<file path="src/rtl/rrp_pkg.sv">
// Package for the RISC-V relocation patcher: relocation type codes, status
// codes, transaction structs and the immediate scatter functions.
// No dependencies.
package rrp_pkg;

    // Relocation type codes, standard RISC-V ELF numbering
    localparam logic [5:0] RELOC_NONE         = 6'd0;
    localparam logic [5:0] RELOC_32           = 6'd1;
    localparam logic [5:0] RELOC_BRANCH       = 6'd16;
    localparam logic [5:0] RELOC_JAL          = 6'd17;
    localparam logic [5:0] RELOC_CALL_PLT     = 6'd19;
    localparam logic [5:0] RELOC_PCREL_HI20   = 6'd23;
    localparam logic [5:0] RELOC_PCREL_LO12_I = 6'd24;
    localparam logic [5:0] RELOC_PCREL_LO12_S = 6'd25;
    localparam logic [5:0] RELOC_HI20         = 6'd26;
    localparam logic [5:0] RELOC_LO12_I       = 6'd27;
    localparam logic [5:0] RELOC_LO12_S       = 6'd28;

    // Rounding bias for upper-20 immediates
    localparam logic [31:0] ROUND_HALF = 32'h0000_0800;

    typedef enum logic [1:0] {
        ST_APPLIED     = 2'd0,
        ST_SKIPPED     = 2'd1,
        ST_UNSUPPORTED = 2'd2
    } t_status;

    typedef struct packed {
        logic [5:0]  command;
        logic [31:0] insn_word;
        logic [31:0] following_word;
        logic [31:0] symbol_value;
        logic [31:0] addend;
        logic [31:0] place;
        logic        symbol_is_function;
    } t_rrp_req;

    typedef struct packed {
        logic [31:0] patched_word;
        logic [31:0] patched_following;
        logic        write_first;
        logic        write_second;
        t_status     status;
    } t_rrp_rsp;

    // U-type: upper 20 bits rounded, keep rd and opcode
    function automatic logic [31:0] put_upper(logic [31:0] w, logic [31:0] v);
        logic [31:0] r;
        r = v + ROUND_HALF;
        return {r[31:12], w[11:0]};
    endfunction

    // I-type: imm[11:0] in bits 31:20
    function automatic logic [31:0] put_itype(logic [31:0] w, logic [31:0] v);
        return {v[11:0], w[19:0]};
    endfunction

    // S-type: imm[11:5] in 31:25, imm[4:0] in 11:7
    function automatic logic [31:0] put_stype(logic [31:0] w, logic [31:0] v);
        return {v[11:5], w[24:12], v[4:0], w[6:0]};
    endfunction

    // B-type: imm[12|10:5] in 31:25, imm[4:1|11] in 11:7
    function automatic logic [31:0] put_btype(logic [31:0] w, logic [31:0] v);
        return {v[12], v[10:5], w[24:12], v[4:1], v[11], w[6:0]};
    endfunction

    // J-type: imm[20|10:1|11|19:12] in 31:12
    function automatic logic [31:0] put_jtype(logic [31:0] w, logic [31:0] v);
        return {v[20], v[10:1], v[11], v[19:12], w[11:0]};
    endfunction

endpackage

</file>
<file path="src/rtl/rrp_stream_if.sv">
// Valid/ready channel interfaces for relocation requests and patch results.
// Depends on nothing but plain logic types.
interface rrp_req_if;
    logic        valid;
    logic        ready;
    logic [5:0]  command;
    logic [31:0] insn_word;
    logic [31:0] following_word;
    logic [31:0] symbol_value;
    logic [31:0] addend;
    logic [31:0] place;
    logic        symbol_is_function;

    modport source (
        output valid, command, insn_word, following_word, symbol_value, addend,
               place, symbol_is_function,
        input  ready
    );
    modport sink (
        input  valid, command, insn_word, following_word, symbol_value, addend,
               place, symbol_is_function,
        output ready
    );
endinterface

interface rrp_rsp_if;
    logic        valid;
    logic        ready;
    logic [31:0] patched_word;
    logic [31:0] patched_following;
    logic        write_first;
    logic        write_second;
    logic [1:0]  status;

    modport source (
        output valid, patched_word, patched_following, write_first, write_second,
               status,
        input  ready
    );
    modport sink (
        input  valid, patched_word, patched_following, write_first, write_second,
               status,
        output ready
    );
endinterface

</file>
<file path="src/rtl/rrp_patch_unit.sv">
// Combinational relocation apply: address arithmetic and immediate scatter.
// Depends on rrp_pkg.
module rrp_patch_unit (
    input  rrp_pkg::t_rrp_req i_req,
    output rrp_pkg::t_rrp_rsp o_rsp
);
    import rrp_pkg::*;

    logic [31:0] sa;
    logic [31:0] rel;
    logic [31:0] lo_rel;

    // S+A, S+A-P and S-P, all wrapping
    assign sa     = i_req.symbol_value + i_req.addend;
    assign rel    = sa - i_req.place;
    assign lo_rel = i_req.symbol_value - i_req.place;

    // Select the patch by relocation type
    always_comb begin
        o_rsp.patched_word      = i_req.insn_word;
        o_rsp.patched_following = i_req.following_word;
        o_rsp.write_first       = 1'b0;
        o_rsp.write_second      = 1'b0;
        o_rsp.status            = ST_APPLIED;
        unique case (i_req.command)
            RELOC_NONE: begin
                o_rsp.status = ST_SKIPPED;
            end
            RELOC_32: begin
                o_rsp.patched_word = sa;
                o_rsp.write_first  = 1'b1;
            end
            RELOC_BRANCH: begin
                if (i_req.symbol_is_function) begin
                    o_rsp.patched_word = put_btype(i_req.insn_word, rel);
                    o_rsp.write_first  = 1'b1;
                end else begin
                    o_rsp.status = ST_SKIPPED;
                end
            end
            RELOC_JAL: begin
                if (i_req.symbol_is_function) begin
                    o_rsp.patched_word = put_jtype(i_req.insn_word, rel);
                    o_rsp.write_first  = 1'b1;
                end else begin
                    o_rsp.status = ST_SKIPPED;
                end
            end
            RELOC_CALL_PLT: begin
                // auipc takes the rounded upper part, jalr the low 12 bits
                if (i_req.symbol_is_function) begin
                    o_rsp.patched_word      = put_upper(i_req.insn_word, rel);
                    o_rsp.patched_following = put_itype(i_req.following_word, rel);
                    o_rsp.write_first       = 1'b1;
                    o_rsp.write_second      = 1'b1;
                end else begin
                    o_rsp.status = ST_SKIPPED;
                end
            end
            RELOC_PCREL_HI20: begin
                o_rsp.patched_word = put_upper(i_req.insn_word, rel);
                o_rsp.write_first  = 1'b1;
            end
            RELOC_PCREL_LO12_I: begin
                o_rsp.patched_word = put_itype(i_req.insn_word, lo_rel);
                o_rsp.write_first  = 1'b1;
            end
            RELOC_PCREL_LO12_S: begin
                o_rsp.patched_word = put_stype(i_req.insn_word, lo_rel);
                o_rsp.write_first  = 1'b1;
            end
            RELOC_HI20: begin
                o_rsp.patched_word = put_upper(i_req.insn_word, sa);
                o_rsp.write_first  = 1'b1;
            end
            RELOC_LO12_I: begin
                o_rsp.patched_word = put_itype(i_req.insn_word, sa);
                o_rsp.write_first  = 1'b1;
            end
            RELOC_LO12_S: begin
                o_rsp.patched_word = put_stype(i_req.insn_word, sa);
                o_rsp.write_first  = 1'b1;
            end
            default: begin
                o_rsp.status = ST_UNSUPPORTED;
            end
        endcase
    end

endmodule

</file>
<file path="src/rtl/riscv_relocation_patcher_core.sv">
// Pipeline: an accepted request transaction is captured in the input register, passes
// through the patch unit and is then captured in the result register, which presents
// it until the result is taken (input register, then result register).
// Throughput: one relocation per cycle; the adder and scatter logic sit
// between the two registers, and a stalled output holds both stages.
// Reset (synchronous, active low) clears both valid flags; payloads are not reset.
// Depends on rrp_pkg, rrp_stream_if and rrp_patch_unit.
module riscv_relocation_patcher_core (
    input  logic        i_clk,
    input  logic        i_rst_n,
    rrp_req_if.sink     i_in,
    rrp_rsp_if.source   o_out
);
    import rrp_pkg::*;

    t_rrp_req r_req;
    t_rrp_req n_req;
    logic     r_req_vld;
    logic     n_req_vld;
    t_rrp_rsp r_rsp;
    t_rrp_rsp n_rsp;
    logic     r_rsp_vld;
    logic     n_rsp_vld;
    t_rrp_rsp patch_rsp;
    logic     adv_out;
    logic     take_in;

    // Advance the result stage when it is empty or being drained
    assign adv_out    = !r_rsp_vld || o_out.ready;
    assign i_in.ready = !r_req_vld || adv_out;
    assign take_in    = i_in.ready;

    rrp_patch_unit u_patch (
        .i_req (r_req),
        .o_rsp (patch_rsp)
    );

    // Next state of both stages
    always_comb begin
        n_req     = r_req;
        n_req_vld = r_req_vld;
        n_rsp     = r_rsp;
        n_rsp_vld = r_rsp_vld;
        if (take_in) begin
            n_req_vld                  = i_in.valid;
            n_req.command              = i_in.command;
            n_req.insn_word            = i_in.insn_word;
            n_req.following_word       = i_in.following_word;
            n_req.symbol_value         = i_in.symbol_value;
            n_req.addend               = i_in.addend;
            n_req.place                = i_in.place;
            n_req.symbol_is_function   = i_in.symbol_is_function;
        end
        if (adv_out) begin
            n_rsp_vld = r_req_vld;
            n_rsp     = patch_rsp;
        end
    end

    // Valid flags
    always_ff @(posedge i_clk) begin
        if (!i_rst_n) begin
            r_req_vld <= 1'b0;
            r_rsp_vld <= 1'b0;
        end else begin
            r_req_vld <= n_req_vld;
            r_rsp_vld <= n_rsp_vld;
        end
    end

    // Payload registers
    always_ff @(posedge i_clk) begin
        r_req <= n_req;
        r_rsp <= n_rsp;
    end

    // Drive the result channel
    assign o_out.valid             = r_rsp_vld;
    assign o_out.patched_word      = r_rsp.patched_word;
    assign o_out.patched_following = r_rsp.patched_following;
    assign o_out.write_first       = r_rsp.write_first;
    assign o_out.write_second      = r_rsp.write_second;
    assign o_out.status            = r_rsp.status;

endmodule
</file>
<file path="src/flat_wrapper.sv">
// flat-port wrapper written by rule: the top's interface ports become plain ports
module riscv_relocation_patcher_core_flat import rrp_pkg::*;
  (i_clk, i_rst_n, i_in_valid, i_in_command, i_in_insn_word, i_in_following_word, i_in_symbol_value, i_in_addend, i_in_place, i_in_symbol_is_function, i_in_ready, o_out_valid, o_out_patched_word, o_out_patched_following, o_out_write_first, o_out_write_second, o_out_status, o_out_ready);
  rrp_req_if i_in_i ();
  rrp_rsp_if o_out_i ();
  input  logic i_clk;
  input  logic i_rst_n;
  input wire logic [$bits(i_in_i.valid)-1:0] i_in_valid;
  input wire logic [$bits(i_in_i.command)-1:0] i_in_command;
  input wire logic [$bits(i_in_i.insn_word)-1:0] i_in_insn_word;
  input wire logic [$bits(i_in_i.following_word)-1:0] i_in_following_word;
  input wire logic [$bits(i_in_i.symbol_value)-1:0] i_in_symbol_value;
  input wire logic [$bits(i_in_i.addend)-1:0] i_in_addend;
  input wire logic [$bits(i_in_i.place)-1:0] i_in_place;
  input wire logic [$bits(i_in_i.symbol_is_function)-1:0] i_in_symbol_is_function;
  output wire logic [$bits(i_in_i.ready)-1:0] i_in_ready;
  output wire logic [$bits(o_out_i.valid)-1:0] o_out_valid;
  output wire logic [$bits(o_out_i.patched_word)-1:0] o_out_patched_word;
  output wire logic [$bits(o_out_i.patched_following)-1:0] o_out_patched_following;
  output wire logic [$bits(o_out_i.write_first)-1:0] o_out_write_first;
  output wire logic [$bits(o_out_i.write_second)-1:0] o_out_write_second;
  output wire logic [$bits(o_out_i.status)-1:0] o_out_status;
  input wire logic [$bits(o_out_i.ready)-1:0] o_out_ready;
  assign i_in_i.valid = i_in_valid;
  assign i_in_i.command = i_in_command;
  assign i_in_i.insn_word = i_in_insn_word;
  assign i_in_i.following_word = i_in_following_word;
  assign i_in_i.symbol_value = i_in_symbol_value;
  assign i_in_i.addend = i_in_addend;
  assign i_in_i.place = i_in_place;
  assign i_in_i.symbol_is_function = i_in_symbol_is_function;
  assign i_in_ready = i_in_i.ready;
  assign o_out_valid = o_out_i.valid;
  assign o_out_patched_word = o_out_i.patched_word;
  assign o_out_patched_following = o_out_i.patched_following;
  assign o_out_write_first = o_out_i.write_first;
  assign o_out_write_second = o_out_i.write_second;
  assign o_out_status = o_out_i.status;
  assign o_out_i.ready = o_out_ready;
  riscv_relocation_patcher_core u_core (.i_clk(i_clk), .i_rst_n(i_rst_n), .i_in(i_in_i), .o_out(o_out_i));
endmodule
</file>
<file path="config.mk">
export PLATFORM = sky130hd
export DESIGN_NAME = riscv_relocation_patcher_core_flat
export DESIGN_NICKNAME = d
export VERILOG_FILES = /design/src/rtl/rrp_pkg.sv /design/src/rtl/rrp_stream_if.sv /design/src/rtl/rrp_patch_unit.sv /design/src/rtl/riscv_relocation_patcher_core.sv /design/src/flat_wrapper.sv
export SDC_FILE = /design/constraint.sdc
export NUM_CORES = 1
export LEC_CHECK = 0
export ABC_AREA = 1
export BUFFER_PORTS_ARGS = -buffer_cell sky130_fd_sc_hd__buf_2
export CORE_MARGIN = 5
export CORE_UTILIZATION = 50
export DETAILED_ROUTE_END_ITERATION = 7
export GPL_TIMING_DRIVEN = 0
export PLACE_DENSITY = 0.84
export SLEW_MARGIN = 20
export SYNTH_ARGS = -nofsm -noshare
export SYNTH_HDL_FRONTEND = slang
export SYNTH_SLANG_ARGS = --single-unit
</file>
<file path="constraint.sdc">
create_clock -name i_clk -period 5.6 [get_ports i_clk]
set_input_delay 0.56 -clock i_clk [delete_from_list [all_inputs] [get_ports i_clk]]
set_output_delay 0.56 -clock i_clk [all_outputs]
set_load 0.005 [all_outputs]
</file>
==> results.md <==
- The path with the worst hold slack has its endpoint at u_core.r_req[73].
- For this run, the post-layout net count is 2,524.
- The summed negative setup slack over all endpoints is 0 ns.
- The DRC violation count after routing is 0.
- The total setup buffers inserted after CTS is 0.
- The first-pass iteration count of the detailed router is 6.
- The global-route usage over all layers is 0.275.
- The internal power is 0.00356 W.
- Entering global routing, the biggest net connects 58 pins.
- The library cell occupying the most area in the post-synthesis netlist is sky130_fd_sc_hd__edfxtp_1.
- The CTS buffer count is 24.
- The count of antenna-violating nets left after detailed routing is 0.
- A synthesized cell averages 7.79 um^2.
- Summed over all nets, the half-perimeter wirelength after detailed placement is 40,800 um.
- The worst setup path is captured at a flip-flop.
- Summing all multi-input logic gate instances after layout gives 7190 um^2.
- The slowest stage of the critical path is the sky130_fd_sc_hd__edfxtp_1 cell.
- The depth of the most critical reg-to-reg path is 29.
- The setup skew after layout is 0.0180 ns.
- The combinational share of power is 0.342.
- The number of enable-type register cells in the synthesized netlist is 235.
- Dividing the detail-routed via count by the number of cells gives 5.52.
- The routed design has 50,700 um of wire.
- The clock tree root buffer cell is sky130_fd_sc_hd__clkbuf_16.
- After filler insertion, the fill cell instance count of the layout stands at 2,782.
- The most used cell along the critical path is sky130_fd_sc_hd__nand2_1.
- The register area share after synthesis is 0.454.
- The sort of element at the start of the critical path is a flip-flop.
- The count of warnings emitted by yosys is 0.
- The maximum clock path buffer count is 3.
- The initial DRC count is 1,552.
- The die is 187 um wide.
- The critical hold path startpoint is i_in_symbol_value[8].
- The count of boundary I/O pins is 241.
- The max-slew violation count is 0.
- The floorplan step defined a die boundary enclosing 34,900 um^2.
- The final routed wire length divided by cell count is 18.8 um.
- Setup violations remaining at the end of the flow were counted as 0.
- In this run the power spent charging and discharging nets is 0.00208 W.
- At the worst endpoint, the required time is 5.89 ns.
- The run finished with clean final reports.
- The fraction of layout instances using a drive strength above 1 is 0.158.
- The synthesis-to-layout area growth is 16.7%.
- For this run, the leading register cell type out of synthesis is sky130_fd_sc_hd__edfxtp_1.
- The share of synthesized area in the top cell type comes to 0.452.
- The clock network power share is 0.279.
- Synthesis produced 2,005 cells.
- The maximum vdd ir drop is 0.274 mV.
- Hold timing on the final database bottoms out at a slack of 0.182 ns.
- The core area is 30,700 um^2.
- The cell depth of the worst hold path is 1.
- Summing all non-filler instances in the final layout gives an area of 18,200 um^2.
- The final critical-path share of the clock period is 0.936.
- The post-CTS clock slew at the launch and capture registers of the worst setup and hold paths is 0.07 ns.
- The critical path is of the reg -> reg type.
- The net count of the mapped netlist is 2,254.
- The shortest clock period the worst path allows after layout is 5.24 ns.
- The source-to-sink clock delay at the later pin of the worst-skew pair is 0.55 ns.
- For this block, the via count after detailed routing is 14,800.
- The number of hold buffers added after cts is 0.
- The count of buffers added on input and output ports is 240.
- The worst slew margin relative to its limit is 0.416.
- The sink count of the clock tree is 237.
- In this run the number of H-tree levels came out at 1.
- In this run the worst path has a maximum fanout of 7.
- The total of max-cap violations is 0.
- At the pin with the least slew margin, the transition time is 0.871 ns.
- For this run, the share of the core covered by cells in the final layout is 0.593.
- Once placement finished, the instance area stood at 17,400 um^2.
- The ratio of total power to cell area is 309 nW/um^2.
- The area taken by flip-flops and latches is 7100 um^2.
- The area of the mapped netlist is 15,600 um^2.
- The share of total power dissipated in sequential elements is 0.379.
- TritonCTS built the clock tree.
- Of the total power, the share spent switching nets is 0.369.
- The worst register-to-register path begins at u_core.r_req[71].
- Yosys attributes the largest share of cell area to sky130_fd_sc_hd__edfxtp_1, sky130_fd_sc_hd__nand2_1, sky130_fd_sc_hd__inv_1.
- The via count of the first global-routing pass is 14,000.
- The final hold violation count is 0.
- The total grt overflow is 0.
- The worst endpoint data arrival time is 5.53 ns.
- The cell row count is 64.
- The post-synthesis sequential element count is 237.
- The endpoint of the worst register-to-register path is u_core.o_out.patched_word[27].
- The floorplan step set the die height to 187 um.
- The first global-routing pass estimated 76,000 um of wire.
- The global placement routability congestion is 1.03.
- For this run, the slowest stage of the critical path takes 0.44 ns.
- The fraction of synthesis flops using an asynchronous set or reset pin is 0.
- Setup repair after global routing left no endpoint under its margin.
- The number of antenna violations at the first check in global routing is 1.
- The leakage power of the design is 9.11 nW.
- The path class of the lowest-slack min-delay path is in -> reg.
- Counting distinct cell types in the post-synthesis netlist gives 51.
- The initial core utilization is 0.508.
- Static timing analysis puts the maximum clock frequency at 191 MHz.
- The setup check on the worst reg-to-reg path leaves a slack of 0.36 ns.
==> power by group through the flow <==
stage,logic (W),clock network (W),registers (W)
after global routing,0.00211,0.00167,0.00215
after CTS,0.00186,0.00159,0.00214
final,0.00193,0.00157,0.00214
after floorplan,0.00125,0,0.00216
after detailed placement,0.00185,0,0.00218
after global placement,0.00182,0,0.00217
==> worst max-delay path, delay by kind of cell, from the launching register on <==
family / cells / cell delay [ns]
simple gates: 19 / 2.62
fa+ha+maj: 3 / 1.01
xor+xnor: 2 / 0.44
flops: 1 / 0.44
buf+inv: 4 / 0.26
compound gates: 1 / 0.18
==> flip-flops by register name, indices dropped and copies added, names as in the netlist <==
signal                          cells
u_core.r_req                      167
u_core.o_out.status                 2
u_core.o_out.patched_following     32
u_core.o_out.write_second           1
u_core.o_out.valid                  1
u_core.o_out.patched_word          32
u_core.o_out.write_first            1
u_core.r_req_vld                    1
==> synthesized netlist by cell type, drive strengths merged (2+ instances only) <==
cell type and number:
o2111ai 8, a211oi 2, a31oi 2, xor2 34, and2 6, nand4 30
a21o 2, a21boi 2, o211ai 10, clkbuf 12, a22o 2, xnor2 6
inv 354, nand3 143, nand2 660, o221ai 3, buf 3, o22ai 5
or2 7, a21oi 85, nor3 19, o21ai 73, o21bai 7, o21a 2
dfxtp 2, ha 75, fa 3, nand3b 8, a221oi 3, nor2 195
edfxtp 235
==> area by class of cell <==
| cell class | count | share of cell area |
|---|---|---|
| plain buffers | 15 | 0.00350 |
| diodes | 1 | 0.000137 |
| repair buffers | 244 | 0.0711 |
| flip-flops and latches | 237 | 0.389 |
| inverters | 354 | 0.0729 |
| multi-input cells | 1399 | 0.394 |
| clock buffers | 28 | 0.0338 |
| well taps | 396 | 0.0272 |
| clock inverters | 16 | 0.00823 |
==> what timing repair did <==
| item | CTS | global route |
|---|---|---|
| setup endpoints to repair | 0 | 5 |
| resized for setup | 0 | 6 |
| endpoints found under the hold margin | 0 | 0 |
==> cell usage in the layout, fill, tap and decap left out, drive strengths merged, types with 30 or more instances in the layout <==
| master | n |
|---|---|
| o21ai | 73 |
| xor2 | 34 |
| nand4 | 30 |
| nand3 | 143 |
| edfxtp | 235 |
| nand2 | 660 |
| ha | 75 |
| nor2 | 195 |
| a21oi | 85 |
| buf | 247 |
| clkbuf | 40 |
| inv | 355 |
==> stage by stage <==
| step | setup slack (ns) | power [W] | std cells |
|---|---|---|---|
| after global routing | 0.0669 | 0.00594 | 2690 |
| after global placement | 0.351 | 0.00399 | 2641 |
| final | 0.356 | 0.00564 | 2690 |
| after CTS | 0.239 | 0.00560 | 2689 |
| after detailed placement | 0.297 | 0.00403 | 2645 |
| after floorplan | 1.61 | 0.00342 | 2005 |
==> layer usage <==
| layer | up-vias | track usage | part of all wire |
|---|---|---|---|
| met5 | - | 0 | 0 |
| met4 | 0 | 0.0958 | 0.039 |
| met3 | 123 | 0.0353 | 0.089 |
| met2 | 760 | 0.455 | 0.46 |
| met1 | 6893 | 0.377 | 0.41 |
| li1 | 7072 | - | - |
==> how the worst max path moves through the flow <==
stage | from | to | slack [ns] | depth (start not counted)
floorplan | o_out_ready | u_core.r_req[0] | 1.61 | 2
global placement | u_core.r_req[65] | u_core.o_out.patched_word[31] | 0.35 | 31
detailed placement | u_core.r_req[65] | u_core.o_out.patched_word[27] | 0.30 | 29
CTS | u_core.r_req[65] | u_core.o_out.patched_word[27] | 0.24 | 29
global route | u_core.r_req[65] | u_core.o_out.patched_word[27] | 0.07 | 30
finish | u_core.r_req[71] | u_core.o_out.patched_word[27] | 0.36 | 29
==> logic make-up after synthesis <==
| kind of cell | share of synthesized area |
|---|---|
| AOI/OAI and AO/OA | 0.0771 |
| xor gates and xnor gates | 0.0243 |
| adders and majority gates | 0.0639 |
| buffers and inverters | 0.0891 |
| DFF | 0.454 |
| and+or+nand+nor | 0.291 |
Power figures use the tool's default switching activity.
